==> src/hdl/crc32c_block_checksum_verify_unit_macros.svh <==
// ------------------------------------------------------------------------
// CRC32C checksum verify unit - assertion macros
// Concurrent assertion wrappers clocked on clock; empty for synthesis.
// ------------------------------------------------------------------------
`ifndef CRC32C_BLOCK_CHECKSUM_VERIFY_UNIT_MACROS_SVH
`define CRC32C_BLOCK_CHECKSUM_VERIFY_UNIT_MACROS_SVH

`ifndef SYNTHESIS

// checked outside reset
`define CRCV_ASSERT(lbl, prop, msg) \
   lbl: assert property (@(posedge clock) disable iff (reset) (prop)) else $error(msg);

// checked at every edge, reset included
`define CRCV_ASSERT_ALWAYS(lbl, prop, msg) \
   lbl: assert property (@(posedge clock) (prop)) else $error(msg);

`else

`define CRCV_ASSERT(lbl, prop, msg)
`define CRCV_ASSERT_ALWAYS(lbl, prop, msg)

`endif

`endif

==> src/hdl/crcv_pkg.sv <==
`timescale 1ns / 1ps
// ------------------------------------------------------------------------
// crcv_pkg
// Types, constants and the byte-wise CRC32C step for the verify unit.
// ------------------------------------------------------------------------
package crcv_pkg;

   // frame and CRC constants
   localparam int          MAX_FRAME_BYTES = 4096;
   localparam int          POS_W           = 13;
   localparam int          LIMIT_W         = $clog2(MAX_FRAME_BYTES + 1) > POS_W ?
                                             $clog2(MAX_FRAME_BYTES + 1) : POS_W;
   localparam logic [POS_W-1:0]   POS_MAX  = {POS_W{1'b1}};
   localparam logic [LIMIT_W-1:0] LIMIT_MAX = LIMIT_W'(MAX_FRAME_BYTES);
   localparam logic [31:0] CRC_INIT        = 32'hFFFF_FFFF;
   localparam logic [31:0] CRC_POLY        = 32'h82F6_3B78;
   localparam logic [7:0]  BYTE_MASK       = 8'hFF;

   // configuration registers
   localparam int          OFFSET_W        = 12;
   localparam int          LEN_LIMIT_W     = 13;
   localparam logic [LEN_LIMIT_W-1:0] LEN_LIMIT_RESET = 13'd4096;
   localparam int          CSR_ADDR_W      = 3;

   // register indexes, from paddr[2]
   localparam logic        REG_FIELD_OFFSET = 1'b0;
   localparam logic        REG_LENGTH_LIMIT = 1'b1;

   // operation codes
   localparam logic        OP_PLAIN  = 1'b0;
   localparam logic        OP_VERIFY = 1'b1;

   // status codes
   localparam logic        STATUS_OK      = 1'b0;
   localparam logic        STATUS_CORRUPT = 1'b1;

   // front to back queue
   localparam int          QUEUE_DEPTH = 2;
   localparam int          QUEUE_PTR_W = $clog2(QUEUE_DEPTH);
   localparam int          QUEUE_CNT_W = $clog2(QUEUE_DEPTH + 1);

   typedef struct packed {
      logic [OFFSET_W-1:0]    field_offset;
      logic [LEN_LIMIT_W-1:0] length_limit;
   } crcv_cfg_type;

   // one classified byte on its way to the CRC engine
   typedef struct packed {
      logic        verify;
      logic [7:0]  data;
      logic        last;
      logic        too_long;
      logic [31:0] expected;
   } crcv_entry_type;

   // reflected CRC32C over one byte, LSB first
   function automatic logic [31:0] crc_byte(input logic [31:0] crc, input logic [7:0] data);
      logic [31:0] c;
      c = crc ^ {24'd0, data & BYTE_MASK};
      for (int k = 0; k < 8; k++) begin
         c = c[0] ? ((c >> 1) ^ CRC_POLY) : (c >> 1);
      end
      return c;
   endfunction

endpackage

==> src/hdl/crcv_req_if.sv <==
`timescale 1ns / 1ps
// ------------------------------------------------------------------------
// crcv_req_if
// Input channel: one frame byte per item with its control fields.
// ------------------------------------------------------------------------
interface crcv_req_if
   import crcv_pkg::*;
();
   logic        valid;
   logic        ready;
   logic        operation;
   logic [7:0]  data_byte;
   logic        last_byte;
   logic [31:0] expected_checksum;

   modport source (output valid, operation, data_byte, last_byte, expected_checksum,
                   input ready);
   modport sink   (input valid, operation, data_byte, last_byte, expected_checksum,
                   output ready);
endinterface

==> src/hdl/crcv_rsp_if.sv <==
`timescale 1ns / 1ps
// ------------------------------------------------------------------------
// crcv_rsp_if
// Result channel: CRC of a frame and its check status.
// ------------------------------------------------------------------------
interface crcv_rsp_if
   import crcv_pkg::*;
();
   logic        valid;
   logic        ready;
   logic [31:0] crc_value;
   logic        status;

   modport source (output valid, crc_value, status, input ready);
   modport sink   (input valid, crc_value, status, output ready);
endinterface

==> src/hdl/crcv_front.sv <==
`timescale 1ns / 1ps
// ------------------------------------------------------------------------
// crcv_front
// Accepts frame bytes, tracks position, zeroes the checksum field in verify
// mode and tracks the too-long flag; pushes classified items to the queue.
// ------------------------------------------------------------------------
`include "crc32c_block_checksum_verify_unit_macros.svh"

module crcv_front
   import crcv_pkg::*;
(
   input  logic           clock,
   input  logic           reset,
   input  crcv_cfg_type   cfg,
   crcv_req_if.sink       req_ch,
   output logic           push,
   output crcv_entry_type push_entry,
   input  logic           queue_ready
);

   logic [POS_W-1:0]   pos_ff, pos_in;
   logic               too_long_ff, too_long_in;
   logic [LIMIT_W-1:0] limit_eff;
   logic [POS_W:0]     field_end;
   logic               in_field;
   logic               too_long_now;

   assign req_ch.ready = queue_ready;
   assign push         = req_ch.valid && queue_ready;

   // effective length limit and field window
   always_comb begin
      limit_eff = (LIMIT_W'(cfg.length_limit) > LIMIT_MAX) ? LIMIT_MAX
                                                           : LIMIT_W'(cfg.length_limit);
      field_end = (POS_W + 1)'(cfg.field_offset) + (POS_W + 1)'(3);
      in_field  = ((POS_W + 1)'(pos_ff) >= (POS_W + 1)'(cfg.field_offset)) &&
                  ((POS_W + 1)'(pos_ff) <= field_end);
      too_long_now = too_long_ff || (LIMIT_W'(pos_ff) >= limit_eff);
   end

   // classified item
   always_comb begin
      push_entry.verify   = req_ch.operation;
      push_entry.data     = ((req_ch.operation == OP_VERIFY) && in_field) ? 8'd0
                                                                         : req_ch.data_byte;
      push_entry.last     = req_ch.last_byte;
      push_entry.too_long = too_long_now;
      push_entry.expected = req_ch.expected_checksum;
   end

   // frame position and flag
   always_comb begin
      pos_in      = pos_ff;
      too_long_in = too_long_ff;
      if (push) begin
         if (req_ch.last_byte) begin
            pos_in      = '0;
            too_long_in = 1'b0;
         end else begin
            pos_in      = (pos_ff == POS_MAX) ? pos_ff : pos_ff + POS_W'(1);
            too_long_in = too_long_now;
         end
      end
   end

   always_ff @(posedge clock) begin
      if (reset) begin
         pos_ff      <= '0;
         too_long_ff <= 1'b0;
      end else begin
         pos_ff      <= pos_in;
         too_long_ff <= too_long_in;
      end
   end

   `CRCV_ASSERT(a_frame_restart, (push && req_ch.last_byte) |=> (pos_ff == '0 && !too_long_ff), "front did not restart after last byte")

endmodule

==> src/hdl/crcv_queue.sv <==
`timescale 1ns / 1ps
// ------------------------------------------------------------------------
// crcv_queue
// Small register queue between front and back ends.
// ------------------------------------------------------------------------
`include "crc32c_block_checksum_verify_unit_macros.svh"

module crcv_queue
   import crcv_pkg::*;
(
   input  logic           clock,
   input  logic           reset,
   input  logic           push,
   input  crcv_entry_type push_entry,
   output logic           push_ready,
   input  logic           pop,
   output crcv_entry_type pop_entry,
   output logic           pop_valid
);

   crcv_entry_type         slot_ff [QUEUE_DEPTH];
   logic [QUEUE_PTR_W-1:0] wr_ptr_ff, wr_ptr_in;
   logic [QUEUE_PTR_W-1:0] rd_ptr_ff, rd_ptr_in;
   logic [QUEUE_CNT_W-1:0] count_ff, count_in;

   assign push_ready = (count_ff < QUEUE_CNT_W'(QUEUE_DEPTH));
   assign pop_valid  = (count_ff != '0);
   assign pop_entry  = slot_ff[rd_ptr_ff];

   // pointer and fill count update
   always_comb begin
      wr_ptr_in = wr_ptr_ff;
      rd_ptr_in = rd_ptr_ff;
      count_in  = count_ff;
      if (push) begin
         wr_ptr_in = (wr_ptr_ff == QUEUE_PTR_W'(QUEUE_DEPTH - 1)) ? '0
                                                                   : wr_ptr_ff + QUEUE_PTR_W'(1);
      end
      if (pop) begin
         rd_ptr_in = (rd_ptr_ff == QUEUE_PTR_W'(QUEUE_DEPTH - 1)) ? '0
                                                                   : rd_ptr_ff + QUEUE_PTR_W'(1);
      end
      case ({push, pop})
         2'b10:   count_in = count_ff + QUEUE_CNT_W'(1);
         2'b01:   count_in = count_ff - QUEUE_CNT_W'(1);
         default: count_in = count_ff;
      endcase
   end

   always_ff @(posedge clock) begin
      if (reset) begin
         wr_ptr_ff <= '0;
         rd_ptr_ff <= '0;
         count_ff  <= '0;
      end else begin
         wr_ptr_ff <= wr_ptr_in;
         rd_ptr_ff <= rd_ptr_in;
         count_ff  <= count_in;
      end
   end

   // storage, no reset needed
   always_ff @(posedge clock) begin
      if (push) begin
         slot_ff[wr_ptr_ff] <= push_entry;
      end
   end

   `CRCV_ASSERT(a_no_overflow, push |-> push_ready, "queue push while full")
   `CRCV_ASSERT(a_no_underflow, pop |-> pop_valid, "queue pop while empty")

endmodule

==> src/hdl/crcv_back.sv <==
`timescale 1ns / 1ps
// ------------------------------------------------------------------------
// crcv_back
// CRC engine: one byte per cycle from the queue, a last byte waiting while
// a result is held; result register on the last byte with the verify compare.
// ------------------------------------------------------------------------
`include "crc32c_block_checksum_verify_unit_macros.svh"

module crcv_back
   import crcv_pkg::*;
(
   input  logic           clock,
   input  logic           reset,
   input  logic           pop_valid,
   input  crcv_entry_type pop_entry,
   output logic           pop,
   crcv_rsp_if.source     rsp_ch
);

   logic [31:0] crc_ff, crc_in;
   logic        rsp_valid_ff, rsp_valid_in;
   logic [31:0] rsp_crc_ff, rsp_crc_in;
   logic        rsp_status_ff, rsp_status_in;
   logic [31:0] crc_next;
   logic [31:0] crc_final;
   logic        out_free;

   assign out_free = !rsp_valid_ff || rsp_ch.ready;
   // a non-last byte never needs the result register
   assign pop      = pop_valid && (!pop_entry.last || out_free);

   assign rsp_ch.valid     = rsp_valid_ff;
   assign rsp_ch.crc_value = rsp_crc_ff;
   assign rsp_ch.status    = rsp_status_ff;

   // CRC step and result formation
   always_comb begin
      crc_next      = crc_byte(crc_ff, pop_entry.data);
      crc_final     = ~crc_next;
      crc_in        = crc_ff;
      rsp_valid_in  = rsp_valid_ff && !rsp_ch.ready;
      rsp_crc_in    = rsp_crc_ff;
      rsp_status_in = rsp_status_ff;
      if (pop) begin
         if (pop_entry.last) begin
            crc_in        = CRC_INIT;
            rsp_valid_in  = 1'b1;
            rsp_crc_in    = crc_final;
            rsp_status_in = ((pop_entry.verify == OP_VERIFY) &&
                             (pop_entry.too_long || (crc_final != pop_entry.expected)))
                            ? STATUS_CORRUPT : STATUS_OK;
         end else begin
            crc_in = crc_next;
         end
      end
   end

   always_ff @(posedge clock) begin
      if (reset) begin
         crc_ff       <= CRC_INIT;
         rsp_valid_ff <= 1'b0;
      end else begin
         crc_ff       <= crc_in;
         rsp_valid_ff <= rsp_valid_in;
      end
   end

   // result payload
   always_ff @(posedge clock) begin
      rsp_crc_ff    <= rsp_crc_in;
      rsp_status_ff <= rsp_status_in;
   end

   `CRCV_ASSERT_ALWAYS(a_crc_reset, $past(reset) |-> (crc_ff == CRC_INIT && !rsp_valid_ff), "CRC engine not cleared by reset")
   `CRCV_ASSERT(a_result_held, (rsp_valid_ff && !rsp_ch.ready) |=> (rsp_valid_ff && $stable(rsp_crc_ff)), "pending result overwritten")

endmodule

==> src/hdl/crc32c_block_checksum_verify_unit.sv <==
`timescale 1ns / 1ps
// ------------------------------------------------------------------------
// crc32c_block_checksum_verify_unit
// Byte-serial CRC32C checksum and verify unit with an APB-style CSR port.
// ------------------------------------------------------------------------
// The unit takes one frame byte per item and sustains one item per clock
// while the queue is not full. The front end classifies each byte (frame
// position, checksum field zeroing in verify mode, length limit), a
// two-entry queue decouples it from the CRC engine, and the engine folds
// one byte per cycle into the register, a last byte waiting while a result
// is held. The byte marked last yields one result via the queue in the result
// register: the inverted CRC32C and, for verify, a corrupt status on a
// mismatch or an over-long frame. Input is stalled only while the queue is
// full, which happens when a result is held waiting and another last byte
// reaches the engine. Registers: 0x0 checksum field offset (12 bits),
// 0x4 length limit (13 bits, reset 4096); write them while idle.
// ------------------------------------------------------------------------
module crc32c_block_checksum_verify_unit
   import crcv_pkg::*;
(
   input  logic                  clock,
   input  logic                  reset,
   crcv_req_if.sink              req_ch,
   crcv_rsp_if.source            rsp_ch,
   input  logic                  csr_psel,
   input  logic                  csr_penable,
   input  logic                  csr_pwrite,
   input  logic [CSR_ADDR_W-1:0] csr_paddr,
   input  logic [31:0]           csr_pwdata,
   output logic [31:0]           csr_prdata,
   output logic                  csr_pready
);

   logic [OFFSET_W-1:0]    field_offset_ff, field_offset_in;
   logic [LEN_LIMIT_W-1:0] length_limit_ff, length_limit_in;
   logic                   csr_write;
   crcv_cfg_type           cfg;
   logic                   push, push_ready, pop, pop_valid;
   crcv_entry_type         push_entry, pop_entry;

   // CSR write and read decode
   assign csr_pready = 1'b1;
   assign csr_write  = csr_psel && csr_penable && csr_pwrite && csr_pready;

   always_comb begin
      field_offset_in = field_offset_ff;
      length_limit_in = length_limit_ff;
      if (csr_write) begin
         unique case (csr_paddr[2])
            REG_FIELD_OFFSET: field_offset_in = csr_pwdata[OFFSET_W-1:0];
            REG_LENGTH_LIMIT: length_limit_in = csr_pwdata[LEN_LIMIT_W-1:0];
            default:          ;
         endcase
      end
   end

   always_comb begin
      unique case (csr_paddr[2])
         REG_FIELD_OFFSET: csr_prdata = 32'(field_offset_ff);
         REG_LENGTH_LIMIT: csr_prdata = 32'(length_limit_ff);
         default:          csr_prdata = '0;
      endcase
   end

   always_ff @(posedge clock) begin
      if (reset) begin
         field_offset_ff <= '0;
         length_limit_ff <= LEN_LIMIT_RESET;
      end else begin
         field_offset_ff <= field_offset_in;
         length_limit_ff <= length_limit_in;
      end
   end

   assign cfg.field_offset = field_offset_ff;
   assign cfg.length_limit = length_limit_ff;

   // front end
   crcv_front u_front (
      .clock       (clock),
      .reset       (reset),
      .cfg         (cfg),
      .req_ch      (req_ch),
      .push        (push),
      .push_entry  (push_entry),
      .queue_ready (push_ready)
   );

   // decoupling queue
   crcv_queue u_queue (
      .clock      (clock),
      .reset      (reset),
      .push       (push),
      .push_entry (push_entry),
      .push_ready (push_ready),
      .pop        (pop),
      .pop_entry  (pop_entry),
      .pop_valid  (pop_valid)
   );

   // CRC engine
   crcv_back u_back (
      .clock     (clock),
      .reset     (reset),
      .pop_valid (pop_valid),
      .pop_entry (pop_entry),
      .pop       (pop),
      .rsp_ch    (rsp_ch)
   );

endmodule

==> src/flat_wrapper.sv <==
// flat-port wrapper written by rule: the top's interface ports become plain ports
module crc32c_block_checksum_verify_unit_flat import crcv_pkg::*;
  (clock, reset, csr_psel, csr_penable, csr_pwrite, csr_paddr, csr_pwdata, csr_prdata, csr_pready, req_ch_valid, req_ch_operation, req_ch_data_byte, req_ch_last_byte, req_ch_expected_checksum, req_ch_ready, rsp_ch_valid, rsp_ch_crc_value, rsp_ch_status, rsp_ch_ready);
  crcv_req_if req_ch_i ();
  crcv_rsp_if rsp_ch_i ();
  input  logic clock;
  input  logic reset;
  input  logic csr_psel;
  input  logic csr_penable;
  input  logic csr_pwrite;
  input  logic [CSR_ADDR_W-1:0] csr_paddr;
  input  logic [31:0] csr_pwdata;
  output logic [31:0] csr_prdata;
  output logic csr_pready;
  input wire logic [$bits(req_ch_i.valid)-1:0] req_ch_valid;
  input wire logic [$bits(req_ch_i.operation)-1:0] req_ch_operation;
  input wire logic [$bits(req_ch_i.data_byte)-1:0] req_ch_data_byte;
  input wire logic [$bits(req_ch_i.last_byte)-1:0] req_ch_last_byte;
  input wire logic [$bits(req_ch_i.expected_checksum)-1:0] req_ch_expected_checksum;
  output wire logic [$bits(req_ch_i.ready)-1:0] req_ch_ready;
  output wire logic [$bits(rsp_ch_i.valid)-1:0] rsp_ch_valid;
  output wire logic [$bits(rsp_ch_i.crc_value)-1:0] rsp_ch_crc_value;
  output wire logic [$bits(rsp_ch_i.status)-1:0] rsp_ch_status;
  input wire logic [$bits(rsp_ch_i.ready)-1:0] rsp_ch_ready;
  assign req_ch_i.valid = req_ch_valid;
  assign req_ch_i.operation = req_ch_operation;
  assign req_ch_i.data_byte = req_ch_data_byte;
  assign req_ch_i.last_byte = req_ch_last_byte;
  assign req_ch_i.expected_checksum = req_ch_expected_checksum;
  assign req_ch_ready = req_ch_i.ready;
  assign rsp_ch_valid = rsp_ch_i.valid;
  assign rsp_ch_crc_value = rsp_ch_i.crc_value;
  assign rsp_ch_status = rsp_ch_i.status;
  assign rsp_ch_i.ready = rsp_ch_ready;
  crc32c_block_checksum_verify_unit u_core (.clock(clock), .reset(reset), .req_ch(req_ch_i), .rsp_ch(rsp_ch_i), .csr_psel(csr_psel), .csr_penable(csr_penable), .csr_pwrite(csr_pwrite), .csr_paddr(csr_paddr), .csr_pwdata(csr_pwdata), .csr_prdata(csr_prdata), .csr_pready(csr_pready));
endmodule
==> config.mk <==
export PLATFORM = sky130hd
export DESIGN_NAME = crc32c_block_checksum_verify_unit_flat
export DESIGN_NICKNAME = d
export VERILOG_FILES = /design/src/hdl/crcv_pkg.sv /design/src/hdl/crcv_req_if.sv /design/src/hdl/crcv_rsp_if.sv /design/src/hdl/crcv_front.sv /design/src/hdl/crcv_queue.sv /design/src/hdl/crcv_back.sv /design/src/hdl/crc32c_block_checksum_verify_unit.sv /design/src/flat_wrapper.sv
export VERILOG_INCLUDE_DIRS = /design/src /design/src/hdl
export SDC_FILE = /design/constraint.sdc
export NUM_CORES = 1
export LEC_CHECK = 0
export BUFFER_PORTS_ARGS = -buffer_cell sky130_fd_sc_hd__clkbuf_2
export CORE_MARGIN = 4
export CORE_UTILIZATION = 50
export CTS_BUF_LIST = sky130_fd_sc_hd__clkbuf_16
export CTS_CLUSTER_SIZE = 30
export DETAILED_ROUTE_END_ITERATION = 10
export PLACE_DENSITY = 0.72
export SYNTH_ARGS = -nofsm -noshare
export SYNTH_HDL_FRONTEND = slang
export SYNTH_SLANG_ARGS = --single-unit
==> constraint.sdc <==
create_clock -name clock -period 6 [get_ports clock]
set_clock_uncertainty 0.1 [all_clocks]
set_input_delay 0 -clock clock [delete_from_list [all_inputs] [get_ports clock]]
set_output_delay 0 -clock clock [all_outputs]
set_load 0.02 [all_outputs]
==> impl_metrics.py, run 1 <==
metrics = {
    "drt": {
        "post_drt_wl_per_cell_um": 16.5,
        "routed_via_density": 5.16,
        "drc_errors": 0,
        "drt-pass1-iter-count": 5,
        "final_antenna_net_count": 0,
        "wl_um": 21200,
        "num_vias": 6610,
        "drt-initial-drc-count": 381,
    },
    "placed_design": {
        "port_buffers": 110,
        "dp_worst_setup_slack_ns": 1.39,
        "dp_hpwl_um": 15300,
        "gp_congestion": 0.909,
    },
    "yosys": {
        "synth_top_area_share_pct": 36.8,
        "ys_warn_count": 0,
        "synth_seq_cells": 196,
        "mappedNetlistArea_mm2": 0.00971,
        "synthCells": 848,
        "syn-mean-instance-area_um2": 11.4,
        "ys_async_sr_fraction_pct": 0,
        "synth_area_leaders": "edfxtp_1 (37%), dfxtp_1 (16%), xnor2_1 (7.8%)",
        "ys_types": 50,
        "ys_seq_area_share_pct": 52.7,
        "yosysTopAreaCell": "edfxtp_1",
        "synth_flop_cell": "edfxtp_1",
        "synth_edf_count": 119,
    },
    "status": {
        "status": "complete, no violations",
    },
    "min_path": {
        "hold_class": "in -> reg",
    },
    "run": {
        "drv_cap": 0,
    },
    "global_routing": {
        "gr-total-overflow": 0,
        "grt.total_usage_pct": 19.7,
        "grt_max_degree": 68,
        "grt_pass1_wl_um": 33600,
        "grt_pass1_vias": 6319,
        "antenna_found_initial": 0,
    },
    "clock_network": {
        "htree_levels": 4,
        "post_cts_buffers": 0,
        "clkTransAtPathRegs_ns": 0.07,
        "cts_buffer_depth": 2,
        "numCtsBuffers": 17,
        "cts_tree": "built",
        "clkSinkCount": 196,
        "cts_root_buf": "clkbuf_16",
        "insertion_delay_ns": 0.44,
    },
    "worst_setup_path": {
        "required_ns": 6.06,
        "path_max_fanout": 29,
        "cp-start-kind": "flop",
        "criticalPathCategory": "reg -> reg",
        "cp_cell_sequence": "mux2i_1 -> xnor2_4 -> xnor3_1 -> xnor3_1 -> xnor2_1 -> nor4_1 -> nand4_1 -> nor4_1 -> a31oi_1",
        "cp_top_family": "XOR/XNOR gates",
        "crit_arrival_ns": 4.70,
        "slowest_stage": "dfxtp_2",
        "path_buf_inv": 0,
        "cp-end-kind": "flop",
        "crit_path_max_incr_delay_ns": 0.87,
    },
    "finish": {
        "drive_above_1_share_pct": 16.3,
        "n_fill_cell": 1582,
        "nets": 1134,
        "regArea_mm2": 0.00512,
        "area_growth_pct": 19.6,
        "n_antenna_cell": 0,
        "multi_input_area_mm2": 0.00434,
    },
    "power_and_ir_drop": {
        "leakage_uw": 0.00442,
        "power_density_mw_per_mm2": 687,
        "ir_drop_v": 0.000377,
    },
    "die": {
        "ios": 152,
        "dieArea_mm2": 0.0217,
        "die_y_um": 147,
        "initial_utilization_pct": 51.4,
        "coreArea_mm2": 0.0189,
        "rows": 50,
        "die_w_um": 147,
    },
    "sta": {
        "rsz0062_at_grt": "no",
        "max_freq_mhz": 216,
        "final-max-slew-violation-count": 0,
        "setup_viol": 0,
        "hold_viol_final": 0,
        "slew_headroom_pct": 26.9,
        "fin_crit_sh_pct": 77.2,
        "fin_ws_ns": 1.37,
        "worst_slew_pin_slew_ns": 1.10,
        "period_needed_ns": 4.63,
        "fin_setup_tns_ns": 0,
    },
}
## Yosys cell counts, drive strengths merged (4+ instances only)
| cell | number |
|---|---|
| mux2i | 37 |
| nor4 | 5 |
| nand4 | 14 |
| buf | 27 |
| nor2b | 8 |
| xnor3 | 5 |
| nand3 | 14 |
| o211ai | 32 |
| nor3 | 10 |
| nor2 | 35 |
| o21ai | 25 |
| clkbuf | 22 |
| ha | 41 |
| dfxtp | 77 |
| a21boi | 8 |
| nand2 | 114 |
| a21oi | 42 |
| xnor2 | 94 |
| inv | 23 |
| edfxtp | 119 |
| xor2 | 48 |
| o21a | 10 |
| nand2b | 4 |
| a31oi | 5 |
| a21o | 4 |
## power by group
group	internal (uW)	switching (uW)
clock network	619	512
logic	1870	2770
registers	2030	178
total	4520	3460
## worst reg2reg max path: stages, from the launching register on
cell and delay (ns):
dfxtp_2 0.87, mux2i_1 0.32, xnor2_4 0.41, xnor3_1 0.67, xnor3_1 0.48, xnor2_1 0.18
nor4_1 0.56, nand4_1 0.16, nor4_1 0.48, a31oi_1 0.13
## cell families after synthesis
group | synth area share [%]
and+or+nand+nor | 9.73
DFF | 52.7
xor gates and xnor gates | 15.9
AOI/OAI and AO/OA | 8.62
buffers and inverters | 3.65
adders and majority gates | 5.28
muxes | 4.09
other | 0.0774
## placed cells by master (no fill, tap or decap), types with 36 or more instances in the layout
cell type	n
dlygate4sd3_1	57
a21oi_1	42
nand2_1	114
xnor2_1	86
xor2_1	44
clkbuf_2	110
mux2i_1	36
edfxtp_1	119
dfxtp_1	76
ha_1	41
## routing by layer
layer	global-route usage, %	part of all wire, %	vias to the layer above
li1	-	-	3275
met1	25.6	43	3162
met2	34.2	52	150
met3	3.82	4.1	23
met4	4.71	1.4	0
met5	0	0	-
## timing repair
item | 4_1_cts | 5_1_grt
hold buffers | 57 | 0
gates resized for setup | 0 | 0
hold endpoints to repair | 115 | 0
## per-stage QoR
step                std cells  power [uW]  util (%)  hold slack (ns)  instance area, um^2
floorplan                 866        5660         -         -0.00113                 9780
global placement         1193        6750      55.4           0.0898                10500
detailed placement       1193        6820      55.4           0.0923                10500
CTS                      1282        8020      61.5           0.0391                11600
global route             1282        8470      61.5            0.107                11600
finish                   1282        7980      61.5           0.0557                11600
## cell type report
cell class / count / area share (%)
clock buffer: 17 / 3.66
clock inverter: 15 / 1.34
inverter: 23 / 0.743
multi-input combinational: 598 / 37.4
sequential: 196 / 44.1
tap: 260 / 2.80
timing repair buffer: 173 / 10.0
## state kept, by name, summed over array words and instances, names as in the netlist, named ones only
register	flops
u_core.u_queue.slot_ff	86
u_core.u_back.crc_ff	32
u_core.u_back.rsp_ch.crc_value	32
u_core.length_limit_ff	13
u_core.u_front.pos_ff	13
u_core.field_offset_ff	12
u_core.u_queue.count_ff	2
u_core.u_back.rsp_ch.status	1
u_core.u_back.rsp_ch.valid	1
u_core.u_front.too_long_ff	1
u_core.u_queue.rd_ptr_ff	1
u_core.u_queue.wr_ptr_ff	1
## path summary, 6_finish.rpt
check	to	cells past startpoint	slack, ns	startpoint
max	u_core.u_back.rsp_ch.status	9	1.37	flop
min	u_core.field_offset_ff[3]	5	0.06	csr_penable
max reg2reg	u_core.u_back.rsp_ch.status	9	1.37	flop
min reg2reg	u_core.field_offset_ff[3]	2	0.35	u_core.field_offset_ff[3]
Power figures use the tool's default switching activity.
==> inputs of run 2 (changes only) <==
--- a/config.mk
+++ b/config.mk
@@ -6,13 +6,14 @@
 export SDC_FILE = /design/constraint.sdc
 export NUM_CORES = 1
 export LEC_CHECK = 0
+export ABC_AREA = 1
 export BUFFER_PORTS_ARGS = -buffer_cell sky130_fd_sc_hd__clkbuf_2
 export CORE_MARGIN = 4
 export CORE_UTILIZATION = 50
 export CTS_BUF_LIST = sky130_fd_sc_hd__clkbuf_16
 export CTS_CLUSTER_SIZE = 30
 export DETAILED_ROUTE_END_ITERATION = 10
-export PLACE_DENSITY = 0.72
+export PLACE_DENSITY = 0.74
 export SYNTH_ARGS = -nofsm -noshare
 export SYNTH_HDL_FRONTEND = slang
 export SYNTH_SLANG_ARGS = --single-unit
==> constraint.sdc (replaced) <==
create_clock -name clock -period 4.2 [get_ports clock]
set_clock_uncertainty 0.1 [all_clocks]
set_input_delay 0 -clock clock [delete_from_list [all_inputs] [get_ports clock]]
set_output_delay 0 -clock clock [all_outputs]
set_load 0.02 [all_outputs]
==> run 2 against run 1 <==
Final cell count is 43% higher; design area is 12% higher; utilization is 2.1 points lower; first-iteration DRC count is 110% higher; setup slack worse by 0.73 ns; register-to-register slack worse by 0.73 ns; power is 47% higher; sequential share of layout area is 4.7 points lower; die area is 14% higher; clock-buffer cell count is 1 higher.
==> impl_metrics.py, run 2 <==
metrics = {
    "yosys": {
        "yosysMostFrequentCell": "nand2_1",
        "yosysTopAreaCell": "edfxtp_1",
        "synth_top_area_share_pct": 32.0,
        "ys_types": 42,
        "ys_warn_count": 0,
        "syn-mean-instance-area_um2": 8.10,
        "ys_seq_area_share_pct": 45.9,
        "synth_edf_count": 119,
        "synthCells": 1377,
        "ys_top_cells_by_count": "nand2_1 (383), inv_1 (141), nand3_1 (120), edfxtp_1 (119), o21ai_0 (101)",
        "ys_async_sr_fraction_pct": 0,
        "synth_area_leaders": "edfxtp_1 (32%), dfxtp_1 (14%), nand2_1 (13%)",
        "synth_flop_cell": "edfxtp_1",
        "synth_seq_cells": 196,
        "mappedNetlistArea_mm2": 0.0112,
    },
    "worst_setup_path": {
        "cp_top_family": "simple AND/OR/NAND/NOR gates",
        "cp_common_cell": "nand2_1",
        "cp-start-kind": "flop",
        "cp_cell_sequence": "buf_4 -> nand2_1 -> nand3_1 -> nand2_2 -> nand2_4 -> nand2_8 -> inv_4 -> nand2_2 -> nand3_1 -> nand2_2 -> nand2_1 -> nand2_1 -> nand2_1 -> nand2_1 -> nor2_1 -> nand2_1 -> nor2_1 -> nand3_1 -> nor2_1 -> nor2_1",
        "path_buf_inv": 2,
        "crit_path_max_incr_delay_ns": 0.52,
        "path_max_fanout": 50,
        "required_ns": 4.30,
        "criticalPathCategory": "reg -> reg",
        "cp-end-kind": "flop",
        "crit_arrival_ns": 3.66,
        "slowest_stage": "buf_4",
    },
    "clock_network": {
        "insertion_delay_ns": 0.44,
        "clkSinkCount": 196,
        "ctsResizeCount": 0,
        "cts_tree": "built",
        "cts_buffer_depth": 2,
        "cts_root_buf": "clkbuf_16",
        "clkTransAtPathRegs_ns": 0.08,
        "htree_levels": 4,
        "numCtsBuffers": 17,
    },
    "drt": {
        "wl_um": 29700,
        "final_antenna_net_count": 0,
        "met2_length_um": 14100,
        "post_drt_wl_per_cell_um": 16.3,
        "routed_via_density": 5.33,
        "wl_met1_um": 12300,
        "num_vias": 9745,
        "topRoutingLayerUsed": "met5",
        "drt-pass1-iter-count": 6,
        "drt-initial-drc-count": 789,
        "drc_errors": 0,
        "wl_met3_um": 2100,
    },
    "placed_design": {
        "port_buffers": 110,
        "dp_hpwl_um": 21300,
        "place_inst": 1737,
        "gp_congestion": 0.937,
    },
    "power_and_ir_drop": {
        "swShare_pct": 52.3,
        "clkPwrFrac_pct": 13.5,
        "comb_power_share_pct": 61.7,
        "pwr-share-seq_pct": 24.7,
        "ir_drop_v": 0.000452,
        "p_int_uw": 5600,
        "netSwitchingPower_uw": 6150,
        "power_density_mw_per_mm2": 904,
        "leakage_uw": 0.00604,
    },
    "sta": {
        "max_freq_mhz": 281,
        "final-max-slew-violation-count": 0,
        "fin_crit_sh_pct": 84.7,
        "period_needed_ns": 3.56,
        "setup_viol": 0,
        "whs_ns": 0.0204,
        "worst_slew_pin_slew_ns": 1.16,
        "rsz0062_at_grt": "no",
        "fin_setup_tns_ns": 0,
        "slew_headroom_pct": 22.6,
        "hold_viol_final": 0,
    },
    "finish": {
        "layout_commonest_cell": "nand2_1",
        "mostFrequentLayoutCells": "nand2_1 (383), inv_1 (141), nand3_1 (120), edfxtp_1 (119), clkbuf_2 (110)",
        "drive_above_1_share_pct": 15.2,
        "top_register": "u_core.u_queue.slot_ff",
        "n_fill_cell": 1919,
        "fin_util_pct": 59.3,
        "largest_reg_flops": 86,
        "area_growth_pct": 16.5,
        "nets": 1659,
        "stdcell_count": 1828,
    },
    "global_routing": {
        "antenna_found_initial": 2,
        "grt_pass1_vias": 9228,
        "grt_max_degree": 65,
        "grt_pass1_wl_um": 47000,
        "grt.total_usage_pct": 24.3,
        "gr-total-overflow": 0,
    },
    "die": {
        "initial_utilization_pct": 50.9,
        "rows": 54,
        "die_w_um": 157,
        "dieArea_mm2": 0.0248,
        "ios": 152,
        "coreArea_mm2": 0.0219,
        "die_y_um": 157,
    },
    "status": {
        "status": "complete, no violations",
    },
    "run": {
        "drv_cap": 0,
    },
    "min_path": {
        "hold_class": "in -> reg",
    },
}
==> run 2: routing by layer <==
metal | vias up | global-route usage, %
met5 | - | 0
met4 | 2 | 11.3
met3 | 76 | 4.32
met2 | 352 | 40.3
met1 | 4484 | 31.2
li1 | 4831 | -
==> run 2: power by group through the flow <==
stage	clock network, uW	registers, uW	logic (uW)
finish	1590	2900	7250
global route	1680	2940	8090
CTS	1590	2900	7150
detailed placement	0	2940	7060
global placement	0	2930	6890
floorplan	0	3120	5130
==> run 2: cell type report <==
cell class	count	area [um^2]	share of cell area [%]
antenna	1	2.50	0.0193
clock buffer	18	450	3.47
clock inverter	14	118	0.905
inverter	149	562	4.32
multi-input combinational	991	5180	39.9
sequential	196	5120	39.4
tap	280	350	2.70
timing repair buffer	179	1210	9.34
==> run 2: metrics by stage <==
| stage | cell area, um^2 | power (uW) | worst slack, ns |
|---|---|---|---|
| 6_report | 13000 | 11700 | 0.641 |
| 4_1_cts | 13000 | 11600 | 0.687 |
| 3_5_place_dp | 11800 | 10000 | 0.699 |
| 3_3_place_gp | 11800 | 9820 | 0.770 |
| 2_1_floorplan | 11200 | 8250 | 1.18 |
| 5_1_grt | 13000 | 12700 | 0.310 |
==> run 2: logic make-up after synthesis <==
group	after synthesis	synth area share, %
other	2	0.0674
buffers and inverters	208	8.53
XOR/XNOR	29	2.35
multiplexers	14	1.26
AO/OA/AOI/OAI	189	8.86
flip-flops	196	45.9
AND/OR/NAND/NOR	698	28.5
adder cells (fa/ha/maj)	41	4.60
==> run 2: worst paths after layout <==
check	start	to	slack, ns	cells after the start
max	flop	u_core.u_back.rsp_ch.status	0.64	20
max reg2reg	flop	u_core.u_back.rsp_ch.status	0.64	20
min	csr_penable	u_core.length_limit_ff[12]	0.02	4
min reg2reg	u_core.u_queue.rd_ptr_ff	flop	0.36	1
==> run 2: what timing repair did <==
action | 4_1_cts | 5_1_grt
endpoints found under the hold margin | 114 | 0
buffers inserted | 0 | 0
hold buffers | 58 | 0
==> run 2: worst register-to-register path, delay by kind of cell (launching register included) <==
family                 cells  cell delay, ns
buffers and inverters      2            0.61
flip-flops                 1            0.33
AND/OR/NAND/NOR           18            2.27
